--- src/design/pid_antiwindup_controller_top_defines.svh ---
// ----------------------------------------------------------------------------
// PID anti-windup controller - assertion macros
// Shared concurrent assertion forms. They use the including module's clk_i and rst_ni.
// ----------------------------------------------------------------------------
`ifndef PID_ANTIWINDUP_CONTROLLER_TOP_DEFINES_SVH
`define PID_ANTIWINDUP_CONTROLLER_TOP_DEFINES_SVH

// cons must hold in the same cycle as ante
`define PAW_ASSERT_NOW(lbl, ante, cons, msg) \
  lbl: assert property (@(posedge clk_i) disable iff (!rst_ni) (ante) |-> (cons)) \
    else $error(msg);

// cons must hold in the cycle after ante
`define PAW_ASSERT_NEXT(lbl, ante, cons, msg) \
  lbl: assert property (@(posedge clk_i) disable iff (!rst_ni) (ante) |=> (cons)) \
    else $error(msg);

`endif

--- src/design/pidaw_pkg.sv ---
// ----------------------------------------------------------------------------
// PID anti-windup controller package
// Field widths, operation codes and register indexes.
// ----------------------------------------------------------------------------
package pidaw_pkg;

  localparam int FRAC_BITS_DEF = 16;
  localparam int DATA_W        = 32;
  localparam int DT_W          = 31;
  localparam int INT_W         = 48;
  localparam int OP_W          = 2;
  localparam int CFG_IDX_W     = 3;
  localparam int MUL_SPLIT     = 24;  // multiplier digit: 24 bits per pass

  localparam logic [OP_W-1:0] OP_STEP_CALC = 2'd0;
  localparam logic [OP_W-1:0] OP_STEP_RATE = 2'd1;
  localparam logic [OP_W-1:0] OP_CLEAR     = 2'd2;

  localparam logic [CFG_IDX_W-1:0] CFG_GAIN_P  = 3'd0;
  localparam logic [CFG_IDX_W-1:0] CFG_GAIN_I  = 3'd1;
  localparam logic [CFG_IDX_W-1:0] CFG_GAIN_D  = 3'd2;
  localparam logic [CFG_IDX_W-1:0] CFG_TARGET  = 3'd3;
  localparam logic [CFG_IDX_W-1:0] CFG_OUT_LIM = 3'd4;
  localparam logic [CFG_IDX_W-1:0] CFG_INT_LIM = 3'd5;

endpackage

--- src/design/pid_antiwindup_controller_top.sv ---
// ----------------------------------------------------------------------------
// PID anti-windup controller
// Q.F fixed-point PID step with conditional integration and clamps.
// ----------------------------------------------------------------------------
// One transaction in gives one transaction out. A clear, or an unused operation,
// goes straight to the output state. A control step goes through one bit-serial
// multiplier that handles 24 multiplier bits per pass: each multiply is a load,
// a low pass and a high pass of 24 bits each, and a finish. It also uses one
// restoring divider at one quotient bit per cycle, 33+FRAC_BITS quotient bits per
// division. A step runs 5 to 7 multiplies and 0 to 2 divisions. Input is stalled
// while a step runs. The finished result sits in the output register, so the next
// step starts while the result waits to be taken.
`include "pid_antiwindup_controller_top_defines.svh"

module pid_antiwindup_controller_top import pidaw_pkg::*; #(
  parameter int FRAC_BITS = FRAC_BITS_DEF
) (
  input  logic                        clk_i,
  input  logic                        rst_ni,
  input  logic                        in_valid_i,
  output logic                        in_stall_o,
  input  logic [OP_W-1:0]             operation_i,
  input  logic signed [DATA_W-1:0]    measured_value_i,
  input  logic [DT_W-1:0]             time_step_i,
  input  logic signed [DATA_W-1:0]    given_rate_i,
  output logic                        out_valid_o,
  input  logic                        out_stall_i,
  output logic signed [DATA_W-1:0]    drive_o,
  output logic                        limited_o,
  input  logic                        cfg_we_i,
  input  logic [CFG_IDX_W-1:0]        cfg_index_i,
  input  logic [DATA_W-1:0]           cfg_data_i
);

  localparam int DVD_W = 33 + FRAC_BITS;
  localparam int DVS_W = 63 - FRAC_BITS;
  localparam int CNT_W = $clog2(DVD_W);
  localparam int SHL   = MUL_SPLIT - FRAC_BITS;
  localparam logic [CNT_W-1:0] MUL_LAST = CNT_W'(MUL_SPLIT - 1);
  localparam logic [CNT_W-1:0] DIV_LAST = CNT_W'(DVD_W - 1);
  localparam logic [DATA_W-1:0] ONE_Q = 32'(1) << FRAC_BITS;
  localparam logic signed [57:0] LIM58 = 58'sd1 <<< 46;
  localparam logic signed [57:0] CAP58 = LIM58 >>> SHL;
  localparam logic signed [49:0] LIM50 = 50'sd1 <<< 46;
  localparam logic signed [47:0] I32MAX48 = 48'sh0000_7fff_ffff;
  localparam logic signed [47:0] I32MIN48 = -48'sh0000_8000_0000;
  localparam logic signed [63:0] I48MAX64 = 64'sh0000_7fff_ffff_ffff;
  localparam logic signed [63:0] I48MIN64 = -64'sh0000_8000_0000_0000;

  typedef enum logic [3:0] {
    ST_IDLE, ST_DIV_RATE, ST_MUL_GI, ST_MUL_GD, ST_MUL_GP,
    ST_MUL_ED, ST_MUL_PI, ST_DIV_BND, ST_OUT
  } state_e;

  typedef enum logic [1:0] {MP_LOAD, MP_LO, MP_HI, MP_FIN} mpass_e;

  state_e state_q;
  mpass_e mpass_q;
  logic [CNT_W-1:0] cnt_q;
  logic phase_q;  // 0: trial response, 1: final response
  logic out_valid_q;

  logic signed [DATA_W-1:0] gp_q, gi_q, gd_q, target_q, ol_q, il_q;
  logic signed [INT_W-1:0] integ_q;
  logic signed [DATA_W-1:0] prev_q;

  logic signed [DATA_W-1:0] err_q, rate_q;
  logic [DT_W-1:0] dt_q;
  logic signed [INT_W-1:0] t1_q, t2_q;
  logic signed [32:0] h_q;
  logic [MUL_SPLIT-1:0] l_q;
  logic signed [56:0] lo_q;
  logic [DVS_W-1:0] rem_q, dvs_q;
  logic [DVD_W-1:0] dvd_q;
  logic neg_q;
  logic signed [DATA_W-1:0] res_q, drive_q;
  logic res_lim_q, lim_q;

  // ---- input side ----
  logic in_acc;
  logic signed [32:0] err_ext, diff_ext;
  logic signed [DATA_W-1:0] err_w;
  logic [32:0] diff_abs;

  assign in_acc   = in_valid_i && (state_q == ST_IDLE);
  assign err_ext  = {target_q[31], target_q} - {measured_value_i[31], measured_value_i};
  assign err_w    = (err_ext[32] != err_ext[31]) ?
                    (err_ext[32] ? 32'sh8000_0000 : 32'sh7fff_ffff) : err_ext[31:0];
  assign diff_ext = {measured_value_i[31], measured_value_i} - {prev_q[31], prev_q};
  assign diff_abs = diff_ext[32] ? 33'(-diff_ext) : 33'(diff_ext);

  // ---- multiplier operands ----
  logic signed [DATA_W-1:0] mul_a;
  logic signed [INT_W-1:0] mul_b, inner_w;
  logic signed [49:0] inner_s;
  logic is_mul;

  assign inner_s = {{18{err_q[31]}}, err_q} + {{2{t1_q[47]}}, t1_q}
                 - {{2{t2_q[47]}}, t2_q};
  assign inner_w = (inner_s > LIM50) ? 48'(LIM50) :
                   (inner_s < -LIM50) ? 48'(-LIM50) : inner_s[47:0];

  always_comb begin
    mul_a = gp_q;
    mul_b = '0;
    case (state_q)
      ST_MUL_GI: begin mul_a = gi_q;  mul_b = integ_q; end
      ST_MUL_GD: begin mul_a = gd_q;  mul_b = {{16{rate_q[31]}}, rate_q}; end
      ST_MUL_GP: begin mul_a = gp_q;  mul_b = inner_w; end
      ST_MUL_ED: begin mul_a = err_q; mul_b = {17'd0, dt_q}; end
      ST_MUL_PI: begin mul_a = gp_q;  mul_b = {{16{gi_q[31]}}, gi_q}; end
      default:   begin mul_a = gp_q;  mul_b = '0; end
    endcase
  end

  assign is_mul = (state_q == ST_MUL_GI) || (state_q == ST_MUL_GD) ||
                  (state_q == ST_MUL_GP) || (state_q == ST_MUL_ED) ||
                  (state_q == ST_MUL_PI);

  // ---- serial shift-add multiplier step ----
  logic mul_top;
  logic signed [33:0] a34, addend, t_w;
  assign mul_top = (mpass_q == MP_HI) && (cnt_q == MUL_LAST);  // sign digit of hi part
  assign a34     = {{2{mul_a[31]}}, mul_a};
  assign addend  = l_q[0] ? (mul_top ? -a34 : a34) : '0;
  assign t_w     = {h_q[32], h_q} + addend;

  // ---- product finish: scaled product with saturation, and raw product ----
  logic signed [56:0] prod_w, lo_sh;
  logic signed [57:0] prod58, hsh, sum58, mulq58;
  logic signed [47:0] mulq_w;
  logic signed [63:0] prod64, lo64, raw64, fs_w;

  assign prod_w = $signed({h_q, l_q});
  assign prod58 = {prod_w[56], prod_w};
  assign hsh    = prod58 <<< SHL;
  assign lo_sh  = lo_q >>> FRAC_BITS;
  assign sum58  = hsh + {lo_sh[56], lo_sh};
  assign mulq58 = (prod58 > CAP58) ? LIM58 :
                  (prod58 < -CAP58) ? -LIM58 :
                  (sum58 > LIM58) ? LIM58 :
                  (sum58 < -LIM58) ? -LIM58 : sum58;
  assign mulq_w = mulq58[47:0];
  assign prod64 = {{7{prod_w[56]}}, prod_w};
  assign lo64   = {{7{lo_q[56]}}, lo_q};
  assign raw64  = (prod64 <<< MUL_SPLIT) + lo64;
  assign fs_w   = raw64 >>> FRAC_BITS;

  // ---- response and anti-windup decisions ----
  logic signed [DATA_W-1:0] resp_w;
  logic [32:0] rmag, ol33;
  logic unwind, do_int, clamp_en, out_sat;
  logic signed [63:0] isum;
  logic signed [INT_W-1:0] isat;
  logic [63:0] kk_abs;

  assign resp_w   = (mulq_w > I32MAX48) ? 32'sh7fff_ffff :
                    (mulq_w < I32MIN48) ? 32'sh8000_0000 : mulq_w[31:0];
  assign rmag     = resp_w[31] ? 33'(-{resp_w[31], resp_w}) : {1'b0, resp_w};
  assign ol33     = {1'b0, ol_q};
  assign unwind   = (integ_q != '0) && (integ_q[47] != err_q[31]);
  assign do_int   = ol_q[31] || (rmag < ol33) || unwind;
  assign clamp_en = !il_q[31] && !gi_q[31] && (gi_q != '0);
  assign out_sat  = !ol_q[31] && (rmag >= ol33);
  assign isum     = {{16{integ_q[47]}}, integ_q} + fs_w;
  assign isat     = (isum > I48MAX64) ? I48MAX64[47:0] :
                    (isum < I48MIN64) ? I48MIN64[47:0] : isum[47:0];
  assign kk_abs   = fs_w[63] ? 64'(-fs_w) : 64'(fs_w);

  // ---- restoring divider step ----
  logic [DVS_W:0] r2, rsub;
  logic ge;
  logic [DVS_W-1:0] rem_d;
  logic [DVD_W-1:0] q_next;
  logic [63:0] q64;
  logic signed [DATA_W-1:0] rate_div;
  logic signed [INT_W-1:0] bnd;

  assign r2     = {rem_q, dvd_q[DVD_W-1]};
  assign rsub   = r2 - {1'b0, dvs_q};
  assign ge     = (r2 >= {1'b0, dvs_q});
  assign rem_d  = ge ? rsub[DVS_W-1:0] : r2[DVS_W-1:0];
  assign q_next = {dvd_q[DVD_W-2:0], ge};
  assign q64    = 64'(q_next);
  assign rate_div = neg_q ?
                    ((q64 > 64'h8000_0000) ? 32'sh8000_0000 : -q_next[31:0]) :
                    ((q64 > 64'h7fff_ffff) ? 32'sh7fff_ffff : q_next[31:0]);
  assign bnd    = (q64 > 64'h7fff_ffff_ffff) ? 48'sh7fff_ffff_ffff : 48'(q_next);

  // ---- sequencer ----
  always_ff @(posedge clk_i or negedge rst_ni) begin
    if (!rst_ni) begin
      state_q     <= ST_IDLE;
      mpass_q     <= MP_LOAD;
      cnt_q       <= '0;
      phase_q     <= 1'b0;
      out_valid_q <= 1'b0;
      gp_q        <= ONE_Q;
      gi_q        <= '0;
      gd_q        <= '0;
      target_q    <= '0;
      ol_q        <= -ONE_Q;
      il_q        <= -ONE_Q;
      integ_q     <= '0;
      prev_q      <= '0;
    end else begin
      if (cfg_we_i) begin
        case (cfg_index_i)
          CFG_GAIN_P:  gp_q     <= cfg_data_i;
          CFG_GAIN_I:  gi_q     <= cfg_data_i;
          CFG_GAIN_D:  gd_q     <= cfg_data_i;
          CFG_TARGET:  target_q <= cfg_data_i;
          CFG_OUT_LIM: ol_q     <= cfg_data_i;
          CFG_INT_LIM: il_q     <= cfg_data_i;
          default: ;
        endcase
      end

      // in ST_OUT the output register is reloaded below instead
      if (out_valid_q && !out_stall_i && (state_q != ST_OUT)) begin
        out_valid_q <= 1'b0;
      end

      if (is_mul) begin
        case (mpass_q)
          MP_LOAD: begin
            h_q     <= '0;
            l_q     <= mul_b[MUL_SPLIT-1:0];
            cnt_q   <= '0;
            mpass_q <= MP_LO;
          end
          MP_LO: begin
            if (cnt_q == MUL_LAST) begin
              lo_q    <= $signed({t_w[33:1], t_w[0], l_q[MUL_SPLIT-1:1]});
              h_q     <= '0;
              l_q     <= mul_b[INT_W-1:MUL_SPLIT];
              cnt_q   <= '0;
              mpass_q <= MP_HI;
            end else begin
              h_q   <= t_w[33:1];
              l_q   <= {t_w[0], l_q[MUL_SPLIT-1:1]};
              cnt_q <= cnt_q + 1'b1;
            end
          end
          MP_HI: begin
            h_q   <= t_w[33:1];
            l_q   <= {t_w[0], l_q[MUL_SPLIT-1:1]};
            cnt_q <= cnt_q + 1'b1;
            if (cnt_q == MUL_LAST) begin
              mpass_q <= MP_FIN;
            end
          end
          default: begin
            mpass_q <= MP_LOAD;
          end
        endcase
      end

      case (state_q)
        ST_IDLE: begin
          if (in_acc) begin
            err_q   <= err_w;
            dt_q    <= time_step_i;
            phase_q <= 1'b0;
            case (operation_i)
              OP_STEP_CALC: begin
                prev_q <= measured_value_i;
                if (time_step_i == '0) begin
                  rate_q  <= '0;
                  state_q <= ST_MUL_GI;
                end else begin
                  neg_q   <= diff_ext[32];
                  dvd_q   <= {diff_abs, {FRAC_BITS{1'b0}}};
                  dvs_q   <= DVS_W'(time_step_i);
                  rem_q   <= '0;
                  cnt_q   <= '0;
                  state_q <= ST_DIV_RATE;
                end
              end
              OP_STEP_RATE: begin
                prev_q  <= measured_value_i;
                rate_q  <= given_rate_i;
                state_q <= ST_MUL_GI;
              end
              OP_CLEAR: begin
                integ_q   <= '0;
                prev_q    <= '0;
                res_q     <= '0;
                res_lim_q <= 1'b0;
                state_q   <= ST_OUT;
              end
              default: begin
                res_q     <= '0;
                res_lim_q <= 1'b0;
                state_q   <= ST_OUT;
              end
            endcase
          end
        end
        ST_DIV_RATE, ST_DIV_BND: begin
          rem_q <= rem_d;
          dvd_q <= q_next;
          if (cnt_q == DIV_LAST) begin
            cnt_q   <= '0;
            state_q <= ST_MUL_GI;
            if (state_q == ST_DIV_RATE) begin
              rate_q <= rate_div;
            end else begin
              if (integ_q > bnd) begin
                integ_q <= bnd;
              end else if (integ_q < -bnd) begin
                integ_q <= -bnd;
              end
            end
          end else begin
            cnt_q <= cnt_q + 1'b1;
          end
        end
        ST_MUL_GI: begin
          if (mpass_q == MP_FIN) begin
            t1_q    <= mulq_w;
            state_q <= phase_q ? ST_MUL_GP : ST_MUL_GD;
          end
        end
        ST_MUL_GD: begin
          if (mpass_q == MP_FIN) begin
            t2_q    <= mulq_w;
            state_q <= ST_MUL_GP;
          end
        end
        ST_MUL_GP: begin
          if (mpass_q == MP_FIN) begin
            if (!phase_q) begin
              // trial response decides whether the error is integrated
              if (do_int) begin
                state_q <= ST_MUL_ED;
              end else if (clamp_en) begin
                state_q <= ST_MUL_PI;
              end else begin
                phase_q <= 1'b1;
                state_q <= ST_MUL_GI;
              end
            end else begin
              res_q     <= out_sat ? (resp_w[31] ? -ol_q : ol_q) : resp_w;
              res_lim_q <= out_sat;
              state_q   <= ST_OUT;
            end
          end
        end
        ST_MUL_ED: begin
          if (mpass_q == MP_FIN) begin
            integ_q <= isat;
            if (clamp_en) begin
              state_q <= ST_MUL_PI;
            end else begin
              phase_q <= 1'b1;
              state_q <= ST_MUL_GI;
            end
          end
        end
        ST_MUL_PI: begin
          if (mpass_q == MP_FIN) begin
            phase_q <= 1'b1;
            if (fs_w != '0) begin
              neg_q   <= 1'b0;
              dvd_q   <= {2'b00, il_q[30:0], {FRAC_BITS{1'b0}}};
              dvs_q   <= kk_abs[DVS_W-1:0];
              rem_q   <= '0;
              cnt_q   <= '0;
              state_q <= ST_DIV_BND;
            end else begin
              state_q <= ST_MUL_GI;
            end
          end
        end
        ST_OUT: begin
          if (!out_valid_q || !out_stall_i) begin
            drive_q     <= res_q;
            lim_q       <= res_lim_q;
            out_valid_q <= 1'b1;
            state_q     <= ST_IDLE;
          end
        end
        default: begin
          state_q <= ST_IDLE;
        end
      endcase
    end
  end

  assign in_stall_o  = (state_q != ST_IDLE);
  assign out_valid_o = out_valid_q;
  assign drive_o     = drive_q;
  assign limited_o   = lim_q;

  `PAW_ASSERT_NEXT(a_clear_state, in_acc && operation_i == OP_CLEAR, integ_q == '0 && prev_q == '0, "clear did not zero state")
  `PAW_ASSERT_NEXT(a_accept_busy, in_acc, state_q != ST_IDLE, "accepted transaction did not start")
  `PAW_ASSERT_NOW(a_mul_count, is_mul && (mpass_q == MP_LO || mpass_q == MP_HI), cnt_q <= MUL_LAST, "multiplier count overrun")
  `PAW_ASSERT_NOW(a_idle_mpass, state_q == ST_IDLE, mpass_q == MP_LOAD, "multiplier pass not reset")

endmodule

--- config.mk ---
export PLATFORM = sky130hd
export DESIGN_NAME = pid_antiwindup_controller_top
export DESIGN_NICKNAME = d
export VERILOG_FILES = /design/src/design/pidaw_pkg.sv /design/src/design/pid_antiwindup_controller_top.sv
export VERILOG_INCLUDE_DIRS = /design/src /design/src/design
export SDC_FILE = /design/constraint.sdc
export NUM_CORES = 2
export LEC_CHECK = 0
export ABC_AREA = 1
export ABC_CLOCK_PERIOD_IN_PS = 8400
export BUFFER_PORTS_ARGS = -buffer_cell sky130_fd_sc_hd__buf_2
export CAP_MARGIN = 30
export CORE_ASPECT_RATIO = 1.2
export CORE_MARGIN = 2
export CORE_UTILIZATION = 40
export DETAILED_ROUTE_END_ITERATION = 12
export GPL_TIMING_DRIVEN = 1
export PLACE_DENSITY = 0.61
export SYNTH_ARGS = -nofsm -noshare
export SYNTH_HDL_FRONTEND = slang
export SYNTH_SLANG_ARGS = --single-unit
--- constraint.sdc ---
create_clock -name clk_i -period 8.4 [get_ports clk_i]
set_clock_uncertainty 0.1 [all_clocks]
set_input_delay 0.84 -clock clk_i [delete_from_list [all_inputs] [get_ports clk_i]]
set_output_delay 0.84 -clock clk_i [all_outputs]
set_load 0.02 [all_outputs]
==> impl_metrics.toml <==
[status]
outcome = "finished clean"

[floorplanning]
dieArea_um2 = 158500
rows = 158
dieHeight_um = 435.8
start_util_pct = 40.25
io_pins = 172
die_x_um = 363.8
coreArea_um2 = 154400

[logic_synthesis]
syn_nets = 9065
avgSynthCellArea_um2 = 7.361
synth.cell_area_um2 = 62140
synth_flop_cell = "edfxtp_1"
async_flop_share_pct = 36.43
ys_types = 75
yosys_warnings = 0
postSynthCellCount = 8442
synth-seq-cells = 785
ys_seq_area_share_pct = 35.70
synth_edf_count = 499

[sta]
final.min_clock_period_ns = 8.054
worst_slew_pin_slew_ns = 1.059
min_period_over_period_pct = 95.88
setup_viol = 0
worst_slack_ns = 0.3457
setup_tns_ns = 0
holdWs_ns = 0.1979
finalHoldViolCount = 0
max_slew_margin_pct = 28.75
grt_setup_unrepaired = "true"
fmax_mhz = 124.2
finalMaxSlewViolations = 0

[grt]
grt_pass1_wl_um = 391400
grt_pass1_vias = 57930
grt.overflow.total = 0
grt_max_degree = 97
track_usage_pct = 33.93
antenna_found_initial = 20

[cells_and_area]
final_util_pct = 44.86
nNetsFinal = 9266
drive_gt1_share_pct = 7.900
final_area_um2 = 69270
area_growth_syn_to_layout_pct = 11.46

[setup_path]
start_kind = "register"
crit_top_cell = "nand2_1"
path_max_fanout = 39
end_kind = "register"
arrival_ns = 8.63
required_ns = 8.97
criticalPathCategory = "reg -> reg"
crit_slowest_cell = "clkinvlp_2"
max_stage_delay_ns = 0.65

[place]
placed_area_um2 = 66020
place_hpwl_um = 221300
io_buffer_count = 171
place_congestion = 1.090
pre_cts_slack_ns = -0.05073

[drt]
drt_iter0_drc = 6524
drc_errors = 0
postRouteAntennaNets = 0
routed_wl_um = 275200
vias = 61390
routedWlPerCell_um = 25.45
viasPerCell = 5.679
firstDrtPassIters = 8

[power_and_ir_drop]
power_per_cell_area_nw_per_um2 = 234.4
power_leakage_nw = 33.11
ir_drop_mv = 0.1835

[min_path]
hp-class = "in -> reg"

[cts]
numClockSinks = 785
ctsHtreeMaxLevel = 3
clkTransAtPathRegs_ns = 0.08
clock_latency_ns = 0.77
cts.path.max_buffers = 3
cts_tree = "yes"
clockRootBuffer = "clkbuf_16"
cts_buffers = 91

[run]
drv_cap = 0
[stage by stage]
| stage | cells | total power, mW |
|---|---|---|
| final | 10810 | 16.24 |
| after global routing | 10800 | 17.04 |
| after CTS | 10790 | 16.08 |
| after detailed placement | 10620 | 11.89 |
| after global placement | 10610 | 11.88 |
| after floorplan | 8442 | 9.259 |
[area by class of cell]
type	instances	area, um^2
diodes	8	20.02
clock buffers	120	2509
clock inverters	52	523.0
fillers	15960	85130
inverters	1324	4981
multi-input cells	6113	34300
flip-flops and latches	785	22180
well taps	2080	2603
repair buffers	327	2148
repair inverters	1	5.005
[critical path: cells and delay by family, from the launching register on]
family                     cells  cell delay, ns
xor gates and xnor gates       1            0.16
AOI/OAI and AO/OA              9            2.10
adders and majority gates      3            1.01
DFF                            1            0.37
buffers and inverters          6            1.59
and+or+nand+nor               14            2.62
[registers in the layout, summed over array words and instances, names as in the netlist, 33 cells and up]
register	flops
dvd_q	49
dvs_q	47
h_q	33
integ_q	48
lo_q	41
rem_q	47
t1_q	48
t2_q	48
[per-layer routing]
metal,global-route usage (%),vias to the layer above,share of wire [%]
met2,54.01,3053,45
met4,23.25,16,8.2
met5,0,-,0.037
li1,-,28470,-
met1,41.54,29040,39
met3,6.265,800,8.1
[timing repair]
| item | in CTS | in global routing |
|---|---|---|
| buffers inserted | 2 | 6 |
| endpoints found under the hold margin | 47 | 0 |
| gates resized for setup | 0 | 28 |
| hold buffers | 1 | 0 |
| pin swaps | 0 | 1 |
| cloned | 0 | 1 |
| endpoints found under the setup margin | 16 | 71 |
[logic make-up after synthesis]
family / synth area share (%)
flops: 35.70
other cells: 0.006035
fa+ha+maj: 10.44
xor+xnor: 4.671
buf+inv: 9.455
compound gates: 15.24
simple gates: 24.49
[power breakdown]
| part | switching [mW] | internal (mW) | total, mW | leakage (nW) |
|---|---|---|---|---|
| Clock | 1.85 | 2.32 | 4.17 | 1.45 |
| Combinational | 5.06 | 2.10 | 7.16 | 23.4 |
| Sequential | 0.383 | 4.52 | 4.91 | 8.28 |
| Total | 7.30 | 8.94 | 16.2 | 33.1 |
[cells in the final DEF, fill, tap and decap left out, drive strengths merged, types with 120 or more instances in the layout]
cell type / synthesis / final
a21oi: 561 / 561
buf: 46 / 326
clkbuf: 174 / 120
dfrtp: 253 / 253
edfxtp: 499 / 499
ha: 432 / 432
inv: 1316 / 1323
nand2: 2083 / 2083
nand3: 352 / 352
nand4: 122 / 122
nor2: 798 / 798
nor3: 135 / 135
o21ai: 711 / 711
xor2: 235 / 235
[final timing paths]
| kind | from | to | slack, ns | cells after the start |
|---|---|---|---|---|
| min in group asynchronous | rst_ni | target_q[29] | 0.54 | 2 |
| hold / removal | time_step_i[9] | dt_q[9] | 0.20 | 1 |
| max in group asynchronous | rst_ni | ol_q[10] | 5.89 | 4 |
| hold reg to reg | res_q[25] | drive_o[25] | 0.32 | 0 |
| setup reg to reg | dvs_q[0] | integ_q[7] | 0.35 | 33 |
| setup / recovery | dvs_q[0] | integ_q[7] | 0.35 | 33 |
[cell usage after synthesis (20+ instances only)]
master	count	area share, %
nand2_1	2053	12
a31oi_1	60	0.60
nor3_1	128	1.0
inv_2	28	0.17
inv_1	1287	7.8
nor2_2	23	0.23
a22oi_1	38	0.46
ha_1	432	8.7
xnor2_1	91	1.3
nand2_2	27	0.27
o22ai_1	32	0.32
a22o_1	23	0.32
xor2_1	233	3.3
clkbuf_1	174	1.1
dfstp_2	33	1.4
fa_1	54	1.7
a221oi_1	57	0.80
o211ai_1	32	0.39
a21oi_1	558	4.5
o221ai_1	20	0.28
dfrtp_1	253	10
o21a_1	29	0.35
nand4_1	119	1.2
buf_2	26	0.21
o21ai_0	690	5.6
nor2_1	767	4.6
nor4_1	86	0.87
nand3_1	342	2.8
edfxtp_1	499	24
Note: power is estimated with default switching activity, not from simulation.
